[src/sv/assert_macros.svh]
// ---------------------------------------------------------------------------
// Assertion macros used by the path validator check logic.
// ---------------------------------------------------------------------------
`ifndef ASSERT_MACROS_SVH
`define ASSERT_MACROS_SVH

// Checked on every rising clock edge while reset is released.
`define PSV_ASSERT(name, clk, rst_n, prop, msg) \
  name: assert property (@(posedge clk) disable iff (!rst_n) prop) else $error(msg);

// Checked on every rising clock edge, during reset as well.
`define PSV_ASSERT_ALWAYS(name, clk, prop, msg) \
  name: assert property (@(posedge clk) prop) else $error(msg);

`endif

[src/sv/psv_pkg.sv]
// ---------------------------------------------------------------------------
// Path validator package
// Character codes and the payload types passed between the stages.
// ---------------------------------------------------------------------------
package psv_pkg;

  // Character codes that the rules refer to.
  localparam logic [7:0] CHAR_NUL    = 8'h00;
  localparam logic [7:0] CHAR_FIRST  = 8'h21;  // '!'
  localparam logic [7:0] CHAR_LAST   = 8'h7E;  // '~'
  localparam logic [7:0] CHAR_BSLASH = 8'h5C;  // backslash
  localparam logic [7:0] CHAR_COLON  = 8'h3A;  // ':'
  localparam logic [7:0] CHAR_SLASH  = 8'h2F;  // '/'
  localparam logic [7:0] CHAR_DOT    = 8'h2E;  // '.'

  // Component length saturates here.
  localparam logic [1:0] SEG_LEN_MAX = 2'd3;

  // One input byte with its side field; root_en accepts the lone root path.
  typedef struct packed {
    logic [7:0] character;
    logic       root_en;
  } psv_item_t;

  // Result produced by the check logic for one byte.
  typedef struct packed {
    logic valid;
    logic path_ok;
  } psv_result_t;

endpackage

[src/sv/psv_char_if.sv]
// ---------------------------------------------------------------------------
// Path byte channel
// Valid/ready channel that carries one path byte per transaction.
// ---------------------------------------------------------------------------
interface psv_char_if;
  logic       valid;
  logic       ready;
  logic [7:0] character;
  logic       root_en;

  modport source (output valid, output character, output root_en, input ready);
  modport sink   (input valid, input character, input root_en, output ready);
endinterface

[src/sv/psv_result_if.sv]
// ---------------------------------------------------------------------------
// Path verdict channel
// Valid/ready channel that carries one verdict bit per transaction.
// ---------------------------------------------------------------------------
interface psv_result_if;
  logic valid;
  logic ready;
  logic path_ok;

  modport source (output valid, output path_ok, input ready);
  modport sink   (input valid, input path_ok, output ready);
endinterface

[src/sv/psv_in_stage.sv]
// ---------------------------------------------------------------------------
// Path validator input register
// Holds one incoming byte until the check logic consumes it.
// ---------------------------------------------------------------------------
module psv_in_stage (
  input  logic              clk_i,
  input  logic              rst_ni,
  input  logic              valid_i,
  input  psv_pkg::psv_item_t item_i,
  output logic              ready_o,
  input  logic              take_i,
  output logic              valid_o,
  output psv_pkg::psv_item_t item_o
);

  logic               valid_q;
  psv_pkg::psv_item_t item_q;

  // The register is free when empty or when its byte leaves this cycle.
  assign ready_o = !valid_q || take_i;

  // Valid flag.
  always_ff @(posedge clk_i or negedge rst_ni) begin
    if (!rst_ni) begin
      valid_q <= 1'b0;
    end else if (ready_o) begin
      valid_q <= valid_i;
    end
  end

  // Payload needs no reset.
  always_ff @(posedge clk_i) begin
    if (ready_o && valid_i) begin
      item_q <= item_i;
    end
  end

  assign valid_o = valid_q;
  assign item_o  = item_q;

endmodule

[src/sv/psv_check.sv]
// ---------------------------------------------------------------------------
// Path validator check logic
// Per-path counters and flags, updated by one byte per cycle when take_i is set.
// ---------------------------------------------------------------------------
`include "assert_macros.svh"

module psv_check #(
  parameter int PATH_SIZE = 64,
  parameter int MAX_DEPTH = 8
) (
  input  logic                 clk_i,
  input  logic                 rst_ni,
  input  logic                 take_i,
  input  psv_pkg::psv_item_t   item_i,
  output psv_pkg::psv_result_t result_o
);

  localparam int CW = $clog2(PATH_SIZE);
  localparam int SW = $clog2(MAX_DEPTH + 1);
  localparam logic [CW-1:0] CNT_LIMIT = CW'(PATH_SIZE - 1);
  localparam logic [SW-1:0] DEPTH_LIMIT = SW'(MAX_DEPTH);

  logic [CW-1:0] cnt_q, cnt_d;
  logic [1:0]    seg_len_q, seg_len_d;
  logic          dots_q, dots_d;
  logic [SW-1:0] seg_cnt_q, seg_cnt_d;
  logic          first_q, first_d;
  logic          failed_q, failed_d;

  logic [7:0] c;
  logic       is_term;
  logic       bad_char;
  logic       close_ok;
  logic       path_ok;

  assign c       = item_i.character;
  assign is_term = (c == psv_pkg::CHAR_NUL);

  // Byte outside the '!' to '~' range, or a forbidden separator.
  assign bad_char = (c < psv_pkg::CHAR_FIRST) || (c > psv_pkg::CHAR_LAST) ||
                    (c == psv_pkg::CHAR_BSLASH) || (c == psv_pkg::CHAR_COLON);

  // The current component may close: non-empty, not a dot name, depth left.
  assign close_ok = (seg_len_q != 2'd0) &&
                    !(dots_q && (seg_len_q == 2'd1 || seg_len_q == 2'd2)) &&
                    (seg_cnt_q < DEPTH_LIMIT);

  // Verdict at the terminator; a lone root depends on root_en only.
  always_comb begin
    if (failed_q) begin
      path_ok = 1'b0;
    end else if (first_q && cnt_q == CW'(1)) begin
      path_ok = item_i.root_en;
    end else begin
      path_ok = close_ok;
    end
  end

  // Next state for one consumed byte.
  always_comb begin
    cnt_d     = cnt_q;
    seg_len_d = seg_len_q;
    dots_d    = dots_q;
    seg_cnt_d = seg_cnt_q;
    first_d   = first_q;
    failed_d  = failed_q;
    if (take_i) begin
      if (is_term) begin
        cnt_d     = '0;
        seg_len_d = 2'd0;
        dots_d    = 1'b1;
        seg_cnt_d = '0;
        first_d   = 1'b0;
        failed_d  = 1'b0;
      end else if (!failed_q) begin
        if (cnt_q >= CNT_LIMIT || bad_char) begin
          failed_d = 1'b1;
        end else if (c != psv_pkg::CHAR_SLASH) begin
          if (seg_len_q != psv_pkg::SEG_LEN_MAX) begin
            seg_len_d = seg_len_q + 2'd1;
          end
          if (c != psv_pkg::CHAR_DOT) begin
            dots_d = 1'b0;
          end
          cnt_d = cnt_q + CW'(1);
        end else if (cnt_q == '0) begin
          first_d = 1'b1;
          cnt_d   = cnt_q + CW'(1);
        end else if (!close_ok) begin
          failed_d = 1'b1;
        end else begin
          seg_cnt_d = seg_cnt_q + SW'(1);
          seg_len_d = 2'd0;
          dots_d    = 1'b1;
          cnt_d     = cnt_q + CW'(1);
        end
      end
    end
  end

  // State registers.
  always_ff @(posedge clk_i or negedge rst_ni) begin
    if (!rst_ni) begin
      cnt_q     <= '0;
      seg_len_q <= 2'd0;
      dots_q    <= 1'b1;
      seg_cnt_q <= '0;
      first_q   <= 1'b0;
      failed_q  <= 1'b0;
    end else begin
      cnt_q     <= cnt_d;
      seg_len_q <= seg_len_d;
      dots_q    <= dots_d;
      seg_cnt_q <= seg_cnt_d;
      first_q   <= first_d;
      failed_q  <= failed_d;
    end
  end

  assign result_o.valid   = take_i && is_term;
  assign result_o.path_ok = path_ok;

  // The byte count stops at the size limit.
  `PSV_ASSERT(a_cnt_bound, clk_i, rst_ni, cnt_q <= CNT_LIMIT, "byte count passed the size limit")
  // The component count never passes the depth limit.
  `PSV_ASSERT(a_depth_bound, clk_i, rst_ni, seg_cnt_q <= DEPTH_LIMIT, "component count too high")
  // A terminator clears both counts and the fail flag and sets the dot flag.
  `PSV_ASSERT(a_term_clears, clk_i, rst_ni,
    take_i && is_term |=> cnt_q == '0 && seg_cnt_q == '0 && !failed_q && dots_q,
    "state not cleared after terminator")
  // A verdict is only produced for a consumed terminator.
  `PSV_ASSERT_ALWAYS(a_result_term, clk_i,
    result_o.valid |-> take_i && item_i.character == psv_pkg::CHAR_NUL,
    "verdict without terminator")

endmodule

[src/sv/psv_out_stage.sv]
// ---------------------------------------------------------------------------
// Path validator output register
// Holds a verdict until the downstream side takes it.
// ---------------------------------------------------------------------------
module psv_out_stage (
  input  logic                 clk_i,
  input  logic                 rst_ni,
  input  psv_pkg::psv_result_t result_i,
  output logic                 space_o,
  output logic                 valid_o,
  output logic                 path_ok_o,
  input  logic                 ready_i
);

  logic valid_q;
  logic ok_q;

  // Room for a new verdict when empty or when the held one leaves now.
  assign space_o = !valid_q || ready_i;

  // Valid flag.
  always_ff @(posedge clk_i or negedge rst_ni) begin
    if (!rst_ni) begin
      valid_q <= 1'b0;
    end else if (space_o) begin
      valid_q <= result_i.valid;
    end
  end

  // Verdict bit.
  always_ff @(posedge clk_i) begin
    if (space_o && result_i.valid) begin
      ok_q <= result_i.path_ok;
    end
  end

  assign valid_o   = valid_q;
  assign path_ok_o = ok_q;

endmodule

[src/sv/path_string_validator.sv]
// ---------------------------------------------------------------------------
// Path string validator
// Checks a zero-terminated path, one byte per transaction, and returns one
// verdict bit per path.
// ---------------------------------------------------------------------------
//   channel | dir | payload                 | transaction
//   in_i    | in  | character, root_en      | one path byte
//   out_o   | out | path_ok                 | one verdict, at each terminator
//
// One byte per cycle is taken while the output register has room; a byte is
// held in the input register and its verdict, if any, is then registered in
// the output register. The check logic between the two registers sets the rate.
// Reset clears both valid flags and resets all per-path counters and flags.
// A stalled verdict holds back only bytes once the input register is full.
// ---------------------------------------------------------------------------
module path_string_validator #(
  parameter int PATH_SIZE = 64,
  parameter int MAX_DEPTH = 8
) (
  input logic          clk_i,
  input logic          rst_ni,
  psv_char_if.sink     in_i,
  psv_result_if.source out_o
);

  psv_pkg::psv_item_t   in_item;
  psv_pkg::psv_item_t   stage_item;
  psv_pkg::psv_result_t result;
  logic                 stage_valid;
  logic                 out_space;
  logic                 take;

  assign in_item.character = in_i.character;
  assign in_item.root_en   = in_i.root_en;

  // A byte is consumed when the verdict register can take any result.
  assign take = stage_valid && out_space;

  psv_in_stage u_in_stage (
    .clk_i   (clk_i),
    .rst_ni  (rst_ni),
    .valid_i (in_i.valid),
    .item_i  (in_item),
    .ready_o (in_i.ready),
    .take_i  (take),
    .valid_o (stage_valid),
    .item_o  (stage_item)
  );

  psv_check #(
    .PATH_SIZE (PATH_SIZE),
    .MAX_DEPTH (MAX_DEPTH)
  ) u_check (
    .clk_i    (clk_i),
    .rst_ni   (rst_ni),
    .take_i   (take),
    .item_i   (stage_item),
    .result_o (result)
  );

  psv_out_stage u_out_stage (
    .clk_i     (clk_i),
    .rst_ni    (rst_ni),
    .result_i  (result),
    .space_o   (out_space),
    .valid_o   (out_o.valid),
    .path_ok_o (out_o.path_ok),
    .ready_i   (out_o.ready)
  );

endmodule

[src/flat_wrapper.sv]
// flat-port wrapper written by rule: the top's interface ports become plain ports
module path_string_validator_flat 
#(
  parameter int PATH_SIZE = 64,
  parameter int MAX_DEPTH = 8
)
  (clk_i, rst_ni, in_i_valid, in_i_character, in_i_root_en, in_i_ready, out_o_valid, out_o_path_ok, out_o_ready);
  psv_char_if in_i_i ();
  psv_result_if out_o_i ();
  input logic clk_i;
  input logic rst_ni;
  input wire logic [$bits(in_i_i.valid)-1:0] in_i_valid;
  input wire logic [$bits(in_i_i.character)-1:0] in_i_character;
  input wire logic [$bits(in_i_i.root_en)-1:0] in_i_root_en;
  output wire logic [$bits(in_i_i.ready)-1:0] in_i_ready;
  output wire logic [$bits(out_o_i.valid)-1:0] out_o_valid;
  output wire logic [$bits(out_o_i.path_ok)-1:0] out_o_path_ok;
  input wire logic [$bits(out_o_i.ready)-1:0] out_o_ready;
  assign in_i_i.valid = in_i_valid;
  assign in_i_i.character = in_i_character;
  assign in_i_i.root_en = in_i_root_en;
  assign in_i_ready = in_i_i.ready;
  assign out_o_valid = out_o_i.valid;
  assign out_o_path_ok = out_o_i.path_ok;
  assign out_o_i.ready = out_o_ready;
  path_string_validator #(.PATH_SIZE(PATH_SIZE), .MAX_DEPTH(MAX_DEPTH)) u_core (.clk_i(clk_i), .rst_ni(rst_ni), .in_i(in_i_i), .out_o(out_o_i));
endmodule
[config.mk]
export PLATFORM = sky130hd
export DESIGN_NAME = path_string_validator_flat
export DESIGN_NICKNAME = d
export VERILOG_FILES = /design/src/sv/psv_pkg.sv /design/src/sv/psv_char_if.sv /design/src/sv/psv_result_if.sv /design/src/sv/psv_in_stage.sv /design/src/sv/psv_check.sv /design/src/sv/psv_out_stage.sv /design/src/sv/path_string_validator.sv /design/src/flat_wrapper.sv
export VERILOG_INCLUDE_DIRS = /design/src /design/src/sv
export SDC_FILE = /design/constraint.sdc
export NUM_CORES = 1
export LEC_CHECK = 0
export BUFFER_PORTS_ARGS = -buffer_cell sky130_fd_sc_hd__buf_2
export CORE_ASPECT_RATIO = 1.25
export CORE_UTILIZATION = 50
export DETAILED_ROUTE_END_ITERATION = 6
export HOLD_SLACK_MARGIN = 0.1
export MAX_ROUTING_LAYER = met4
export PLACE_DENSITY = 0.69
export SLEW_MARGIN = 20
export SYNTH_ARGS = -nofsm -noshare
export SYNTH_HDL_FRONTEND = slang
export SYNTH_SLANG_ARGS = --single-unit
[constraint.sdc]
create_clock -name clk_i -period 5.5 [get_ports clk_i]
set_input_delay 0.55 -clock clk_i [delete_from_list [all_inputs] [get_ports clk_i]]
set_output_delay 0.55 -clock clk_i [all_outputs]
set_load 0.005 [all_outputs]
Word-level counts from Yosys, hierarchy flattened
Cells that the tools add are included.
- register bits: 27
- memories: 0
- word-level logic and storage cells: 101
- bits of input ports: 13
- latch bits: 0
- output and inout bits: 3
- memory bits (read-only): 0
- memory bits (writable): 0
- multiplexer cells: 38
- reduce and logical (&&, ||, !) cells: 30
- equal/unequal tests: 15
- shifts and indexed selects: 0
- add/sub/neg operators: 3
- magnitude comparators: 4
- bitwise logic cells: 0
- multipliers: 0
- divide/modulo/power cells: 0
- operator list (operator ; number):
    6-bit two-way mux ; 6
    4-bit two-way mux ; 6
    1-bit two-way mux ; 19
    6-bit AND reduction ; 3
    8-bit by 6-bit != test with 1-bit output, second input constant ; 2
    2-bit two-way mux ; 7
    8-bit by 6-bit equality test with 1-bit output, second input constant ; 1
    8-bit by 7-bit equality test with 1-bit output, second input constant ; 1
    8-bit by 7-bit > comparator with 1-bit output, second input constant ; 1
    1-bit logical AND ; 8
    8-bit zero test ; 1
    8-bit by 6-bit < comparator with 1-bit output, second input constant ; 1
    2-bit != test, second input constant ; 4
    1-bit logical OR ; 7
    6-bit by 1-bit adder with 6-bit output, second input constant ; 1
    6-bit by 1-bit equality test with 1-bit output, second input constant ; 1
    6-bit >= comparator, second input constant ; 1
    6-bit zero test ; 1
    3-bit by 2-bit != test with 1-bit output, second input constant ; 2
    2-bit nonzero test ; 3
    5-bit AND reduction ; 1
    4-bit by 1-bit adder with 4-bit output, second input constant ; 1
    4-bit < comparator, second input constant ; 1
    4-bit AND reduction ; 1
    8 further kinds ; 10

Logic depth before layout (Yosys ltp)
Gate-level depths: netlist of the first run.
- depth after elaboration: 12
- mapped depth: 7
- mapped depth without buffers: 7

Modules after synthesis
A second synthesis of the first run with hierarchy kept.
- cell total of the unflattened synthesis: 147
- area total of the unflattened synthesis: 1522.7 µm²
- modules (own cells, without submodules) (module ; sequential area each (µm²) ; instances ; cells each ; area an instance (µm²)):
    psv_check ; 376.6 ; 1 ; 128 ; 1108.6
    psv_in_stage ; 295.3 ; 1 ; 13 ; 324.1
    psv_out_stage ; 55.1 ; 1 ; 5 ; 83.8
    path_string_validator ; 0.0 ; 1 ; 1 ; 6.3

Worst setup path before layout of the first run
Ideal clock, no wire load.
- kind: register to register
- from: reg u_core.u_check.seg_len_q[0]
- to: reg u_core.u_check.cnt_q[4]
- setup time: 69 ps
- period minus slack after synthesis: 2087 ps
- cell stages (with the launch flop): 8
- required time: 5431 ps
- path buffers: 0
- arrival: 2018 ps
- setup slack: 3413 ps
- cells stage by stage: dfrtp_1 > inv_1 > ha_1 > a211oi_1 > a2111o_1 > nand4_1 > or4_1 > nand3_1
- word-level cells in the longest chain between the ends: 8
- elaborated cells between the ends (all ways): 10
- those cells by class: 2 x eq/ne; 8 x reduce/logical
- RTL lines (what ; RTL line ; RTL):
    start, declared ; psv_check.sv:24 ; logic [1:0] seg_len_q, seg_len_d;
    start signal, assigned ; psv_check.sv:112 ; seg_len_q <= seg_len_d;
    2-bit by 1-bit equality test with 1-bit output or 2-bit equality test (tied branches) ; psv_check.sv:45 ; !(dots_q && (seg_len_q == 2'd1 || seg_len_q == 2'd2)) &&
    1-bit logical OR ; psv_check.sv:45 ;
    1-bit logical AND ; psv_check.sv:45 ;
    1-bit zero test ; psv_check.sv:45 ;
    1-bit logical AND * ; psv_check.sv:44 ; assign close_ok = (seg_len_q != 2'd0) &&
    1-bit logical AND * ; psv_check.sv:45 ;
    4-bit nonzero test (no source line) * ; -- ;
    4-bit AND reduction (no source line) * ; -- ;
    end signal, assigned ; psv_check.sv:111 ; cnt_q <= cnt_d;
    end, declared ; psv_check.sv:23 ; logic [CW-1:0] cnt_q, cnt_d;
Mark *: on every way between the ends. The rest lies on a longest branch, timed or not.
A chain may end at the register's enable or synchronous reset.

Final worst setup path of the first run
- from: reg u_core.u_check.seg_len_q[0]
- to: reg u_core.u_check.seg_len_q[0]
- word-level cells in the longest chain between the ends: 8
- elaborated cells between the ends (all ways): 18
- those cells by class: 1 x add/sub; 4 x eq/ne; 5 x mux; 8 x reduce/logical
- RTL lines (what):
    parallel branches: the longest is 8 deep, another holds 2-bit by 1-bit adder with 2-bit output
Parallel ways; which one is timed is not known. The select of a mux whose other input is x is not followed.

==> impl_metrics.ini, run 1 <==
[outcome]
status = complete, no violations

[route]
wire_per_inst_um = 15.89
drc = 0
wl_um = 3130
drt_first_pass_iters = 4
viasPerCell = 6.218
drtIter0Drc = 23
antenna_left = 0
vias = 1225

[pwr]
p_sw_mw = 0.1568
pwr_density_cell_mw_per_mm2 = 274.1
clockPowerShare_pct = 18.7
sw_frac_of_total_pct = 33.62
p_int_mw = 0.3096
comb_power_share_pct = 25.5
vdd_drop_max_uv = 189.9
leakage_nw = 0.6880
finalPower_mw = 0.4664
seqPwrFrac_pct = 55.9

[yosys]
synth_edf_count = 10
syn-num-nets = 162
synth-xor-area-share_pct = 0
synth_top_cell_by_area = dfrtp_1
syn_inst = 143
synth_adder_area_share_pct = 4.831
yosysTopAreaCellShare_pct = 25.76
ys_seq_area_share_pct = 46.78
ys_seq_elements = 27
synthFlopType = dfrtp_1
synth.area.top_cells = dfrtp_1 26%, edfxtp_1 19%, ha_1 4.8%, a2111oi_4 3.5%, nor2_1 2.4%
synth-simple-area-share_pct = 24.32
synthMuxAreaShare_pct = 0.6441
synth_compound_area_share_pct = 21.01
avgSynthCellArea_um2 = 10.87
synth_top_family_by_area = simple AND/OR/NAND/NOR gates
ys_warn_count = 0
async_flop_share_pct = 62.96
synth_cell_types = 52
syn_area_mm2 = 0.001554

[finish]
areaGrowthSynthToFinish_pct = 9.501
most-common-layout-cells = 16 x dfrtp_1, 15 x buf_2, 10 x nor2_1, 10 x edfxtp_1, 9 x nand2_1
drive_gt1_share_pct = 18.63
antenna_cells = 0
finalNonFillerCells = 197
nets = 181
final_common_cell = dfrtp_1

[cts]
numCtsBuffers = 3
clockRootBuffer = clkbuf_4
clock-sinks = 27
post-cts-setup-buffers = 0
clockBufferDepth = 2
cts_tree = done
cts_max_level = 1
clk_pin_slew_ps = 150
ctsResizeCount = 0
hold_buffers = 0
clock_latency_ps = 330

[grt]
grt_pass1_vias = 1242
grt_usage_pct = 22.18
grt_max_degree = 18
grt_first_pass_wirelength_um = 5382
antenna_found_initial = 0
grt_overflow = 0

[floorplanning]
core_mm2 = 0.002945
initial_utilization_pct = 52.76
ios = 16
dieWidth_um = 51.87
die-height_um = 64.33
die_area_mm2 = 0.003336
num_rows = 22

[setup_path]
crit_slowest_cell = a211oi_1
startpoint_type = flop
end_kind = flop
max_stage_delay_ps = 630
crit_required_ps = 5720
critPathArrivalTime_ps = 2660
critPathKind = reg2reg
path_cells = inv_1 > ha_1 > a211oi_1 > o311ai_1 > nor4_1 > o22ai_1
worstPathMaxFanout = 4
ff2ff_path_depth = 6

[sta]
finalCriticalPeriod_ps = 2436
hold_ws_ps = 112.4
rsz0062_at_grt = false
relSlewSlack_pct = 52.65
tightest_slew_ps = 706.0
fin_tns_setup_ps = 0
setup_viol = 0
finalCritPeriodShare_pct = 44.28
hold_violations = 0
layout_setup_ws_ps = 3064
fin_skew_ps = 6.012
report.final.slew_viol_count = 0
max_freq_mhz = 410.6

[worst_hold_path]
hold_class = in2async

[flow_run]
maxCapViolCount = 0

[placement]
portBuffers = 15
hpwl_um = 2333
gp_congestion = 0.8354
dpl.cell_count = 193
place_ws_ps = 3164
## critical path, delay by kind of cell (launching register included)
family	cells	cell delay, ps
buffers and inverters	1	60
AND/OR/NAND/NOR	1	450
adder cells (fa/ha/maj)	1	320
flip-flops	1	430
AO/OA/AOI/OAI	3	1070
## per-layer routing
| layer | track usage (%) | wire [µm] |
|---|---|---|
| met3 | 3.333 | 86 |
| met5 | - | 0 |
| met4 | 10.81 | 38 |
| met1 | 26.19 | 1380 |
| met2 | 36.06 | 1624 |
## per-stage QoR
step                utilization (%)  area, µm²
global placement              56.84       1674
floorplan                         -       1554
detailed placement            56.84       1674
finish                        57.77       1702
global route                  57.77       1702
CTS                           57.77       1702
## final cells by class
type	instances	area, µm²
clock buffer	3	22.52
clock inverter	1	5.005
fill	250	1244
inverter	8	30.03
multi-input combinational	106	789.5
sequential	27	726.9
tap	36	45.04
timing repair buffer	16	82.58
## state kept, by name, summed over array words and instances (netlist names), 2 cells and up
name	count
u_core.u_check.seg_cnt_q	4
u_core.u_check.seg_len_q	2
u_core.u_in_stage.item_o	9
u_core.u_check.cnt_q	6
## path summary, 6_finish.rpt
check | start | slack, ps | to
max | u_core.u_check.seg_len_q[0] | 3060 | u_core.u_check.seg_len_q[0]
min | rst_ni | 110 | u_core.u_in_stage.valid_o
max reg2reg | u_core.u_check.seg_len_q[0] | 3060 | u_core.u_check.seg_len_q[0]
min reg2reg | u_core.u_check.seg_cnt_q[2] | 490 | u_core.u_check.seg_cnt_q[2]
max in group asynchronous | rst_ni | 5080 | u_core.u_check.dots_q
min in group clk_i | in_i_character[0] | 380 | u_core.u_in_stage.item_o[1]
## cell usage after synthesis (all sizes together), types with 2 or more instances
master / count
nand2b: 4
dfrtp: 16
ha: 6
o311ai: 2
a211oi: 3
or4: 4
nor2: 10
nand2: 9
nand3b: 2
edfxtp: 10
nor4: 3
nand3: 7
o22ai: 3
o211ai: 2
a2111oi: 3
nand4: 4
and4: 2
o21ai: 8
nor3: 5
clkbuf: 2
o41ai: 2
and2: 4
inv: 8
o31ai: 2
nor3b: 2
and3: 2
## cell families after synthesis
kind of cell / count (synthesis)
AO/OA/AOI/OAI: 38
flip-flops: 27
buffers and inverters: 10
adder cells (fa/ha/maj): 6
multiplexers: 1
AND/OR/NAND/NOR: 61
## power groups by stage
stage | Clock (mW) | Sequential (mW) | Combinational (mW)
finish | 0.0871 | 0.261 | 0.119
CTS | 0.0886 | 0.260 | 0.118
global route | 0.0960 | 0.265 | 0.137
detailed placement | 0 | 0.264 | 0.117
floorplan | 0 | 0.257 | 0.0934
global placement | 0 | 0.263 | 0.115
Power figures use the tool's default switching activity.
==> inputs of run 2 (changes only) <==
- PLACE_DENSITY: 0.69 -> 0.72
- clock period: 5.5 -> 1.9 ns (I/O delays scaled with it)
==> impl_metrics.ini, run 2 (synthesis gave the netlist of run 1 again) <==
[setup_path]
crit_required_ps = 2140
startpoint_type = flop
r2r_start = u_core.u_check.seg_len_q[1]
critPathArrivalTime_ps = 2390
worstPathMaxFanout = 3
cp-startpoint = u_core.u_check.seg_len_q[1]
end_kind = flop
critPathKind = reg2reg

[placement]
gp_congestion = 0.8821
placed_cell_area_mm2 = 0.001912
portBuffers = 15
hpwl_um = 2948

[floorplanning]
ios = 16
num_rows = 22
die-height_um = 64.33
die_area_mm2 = 0.003336
dieWidth_um = 51.87
core_mm2 = 0.002945
initial_utilization_pct = 52.76

[route]
drtIter0Drc = 120
wire_per_inst_um = 20.70
antenna_left = 0
vias = 1622
drt_first_pass_iters = 4
wl_um = 5298
viasPerCell = 6.336
drc = 0

[cts]
cts_max_level = 1
numCtsBuffers = 3
clk_pin_slew_ps = 150
cts_tree = done
clockRootBuffer = clkbuf_4
clockBufferDepth = 2
clock_latency_ps = 340
clock-sinks = 27

[grt]
grt_pass1_vias = 1559
grt_max_degree = 18
grt_usage_pct = 29.47
grt_overflow = 0
antenna_found_initial = 0
grt_first_pass_wirelength_um = 6934

[finish]
nets = 240
multiInputGateArea_mm2 = 0.001067
design_area_mm2 = 0.002480
final_common_cell = buf_4
n_fill_cell = 148
most-common-layout-cells = 41 x buf_4, 16 x dfrtp_1, 15 x buf_2
drive_gt1_share_pct = 52.27
areaGrowthSynthToFinish_pct = 59.58
antenna_cells = 0
largest_register_ff_count = 9
regArea_um2 = 726.9

[sta]
fin_skew_ps = 5.573
report.final.slew_viol_count = 0
finalCriticalPeriod_ps = 2140
hold_violations = 0
finalCritPeriodShare_pct = 112.6
max_freq_mhz = 467.2
rsz0062_at_grt = true
tightest_slew_ps = 569.5
layout_setup_ws_ps = -240.2
fin_tns_setup_ps = -1585
relSlewSlack_pct = 61.94
setup_viol = 14

[pwr]
clockPowerShare_pct = 13.6
sw_frac_of_total_pct = 36.33
leakage_nw = 1.041
vdd_drop_max_uv = 666.2
seqPwrFrac_pct = 38.4
p_int_mw = 1.216
p_sw_mw = 0.6940
pwr_density_cell_mw_per_mm2 = 770.3
comb_power_share_pct = 48.0

[outcome]
violations = setup timing
status = complete, but fails checks

[flow_run]
maxCapViolCount = 0

[worst_hold_path]
hold_start = out_o_ready
hold_class = in2reg
==> run 2: cell types whose count changed in the layout (fill, tap and decap cells not counted), sizes merged <==
| cell | delta |
|---|---|
| dlygate4sd3 | +11 |
| buf | +48 |
==> run 2: worst max-delay path, stage by stage (launching register included) <==
cell	delay [ps]
dfrtp_1	430
inv_2	80
ha_4	220
a211o_1	310
a2111oi_4	310
buf_4	190
nand4_1	210
o31ai_2	310
==> run 2: path summary, 6_finish.rpt <==
check                                               to  slack (ps)  depth (start not counted)
min reg2reg                u_core.u_check.seg_cnt_q[2]         540                          1
max in group asynchronous        u_core.u_check.dots_q        1280                          2
min                          u_core.u_in_stage.valid_o         150                          3
max                        u_core.u_check.seg_cnt_q[3]        -240                          7
max reg2reg                u_core.u_check.seg_cnt_q[3]        -240                          7
min in group asynchronous      u_core.u_check.cnt_q[1]         290                          2
==> run 2: layout make-up <==
| cell class | count | share of cell area [%] |
|---|---|---|
| clock inverter | 1 | 0.2018 |
| inverter | 8 | 1.211 |
| multi-input combinational | 106 | 43.04 |
| timing repair buffer | 75 | 23.51 |
| sequential | 27 | 29.31 |
| tap | 36 | 1.816 |
| clock buffer | 3 | 0.9082 |
==> run 2: repair_timing <==
| item | 4_1_cts | 5_1_grt |
|---|---|---|
| hold buffers | 11 | 0 |
| setup endpoints to repair | 16 | 16 |
| setup buffers | 7 | 13 |
| pin swaps | 13 | 26 |
| endpoints found under the hold margin | 27 | 0 |
| gates resized for setup | 18 | 40 |
==> run 2: power by group through the flow <==
stage / combinational (mW) / sequential, mW / clock [mW]
6_report: 0.916 / 0.733 / 0.261
4_1_cts: 0.694 / 0.722 / 0.261
3_5_place_dp: 0.573 / 0.731 / 0
5_1_grt: 0.960 / 0.738 / 0.296
3_3_place_gp: 0.547 / 0.725 / 0
2_1_floorplan: 0.316 / 0.743 / 0
==> run 2: per-layer routing <==
metal / wire length [µm] / share of wire (%) / vias to the layer above / GRT usage, %
met5: 0 / 0 / - / -
met4: 333 / 6.3 / 0 / 14.86
met3: 250 / 4.7 / 36 / 3.571
met2: 2888 / 55 / 83 / 53.53
met1: 1825 / 34 / 791 / 29.75
li1: - / - / 712 / -
==> run 2: through the flow <==
step                utilization [%]  setup WS (ps)  std cells  hold WS, ps  total power [mW]
finish                        84.20         -240.2        256        151.0             1.910
floorplan                         -         -14.06        143       -105.6             1.059
global route                  84.20         -388.9        256        157.7             1.994
detailed placement            64.91         -206.4        222        146.3             1.304
CTS                           74.64         -131.5        244        149.1             1.677
global placement              64.91         -54.61        222        135.0             1.273
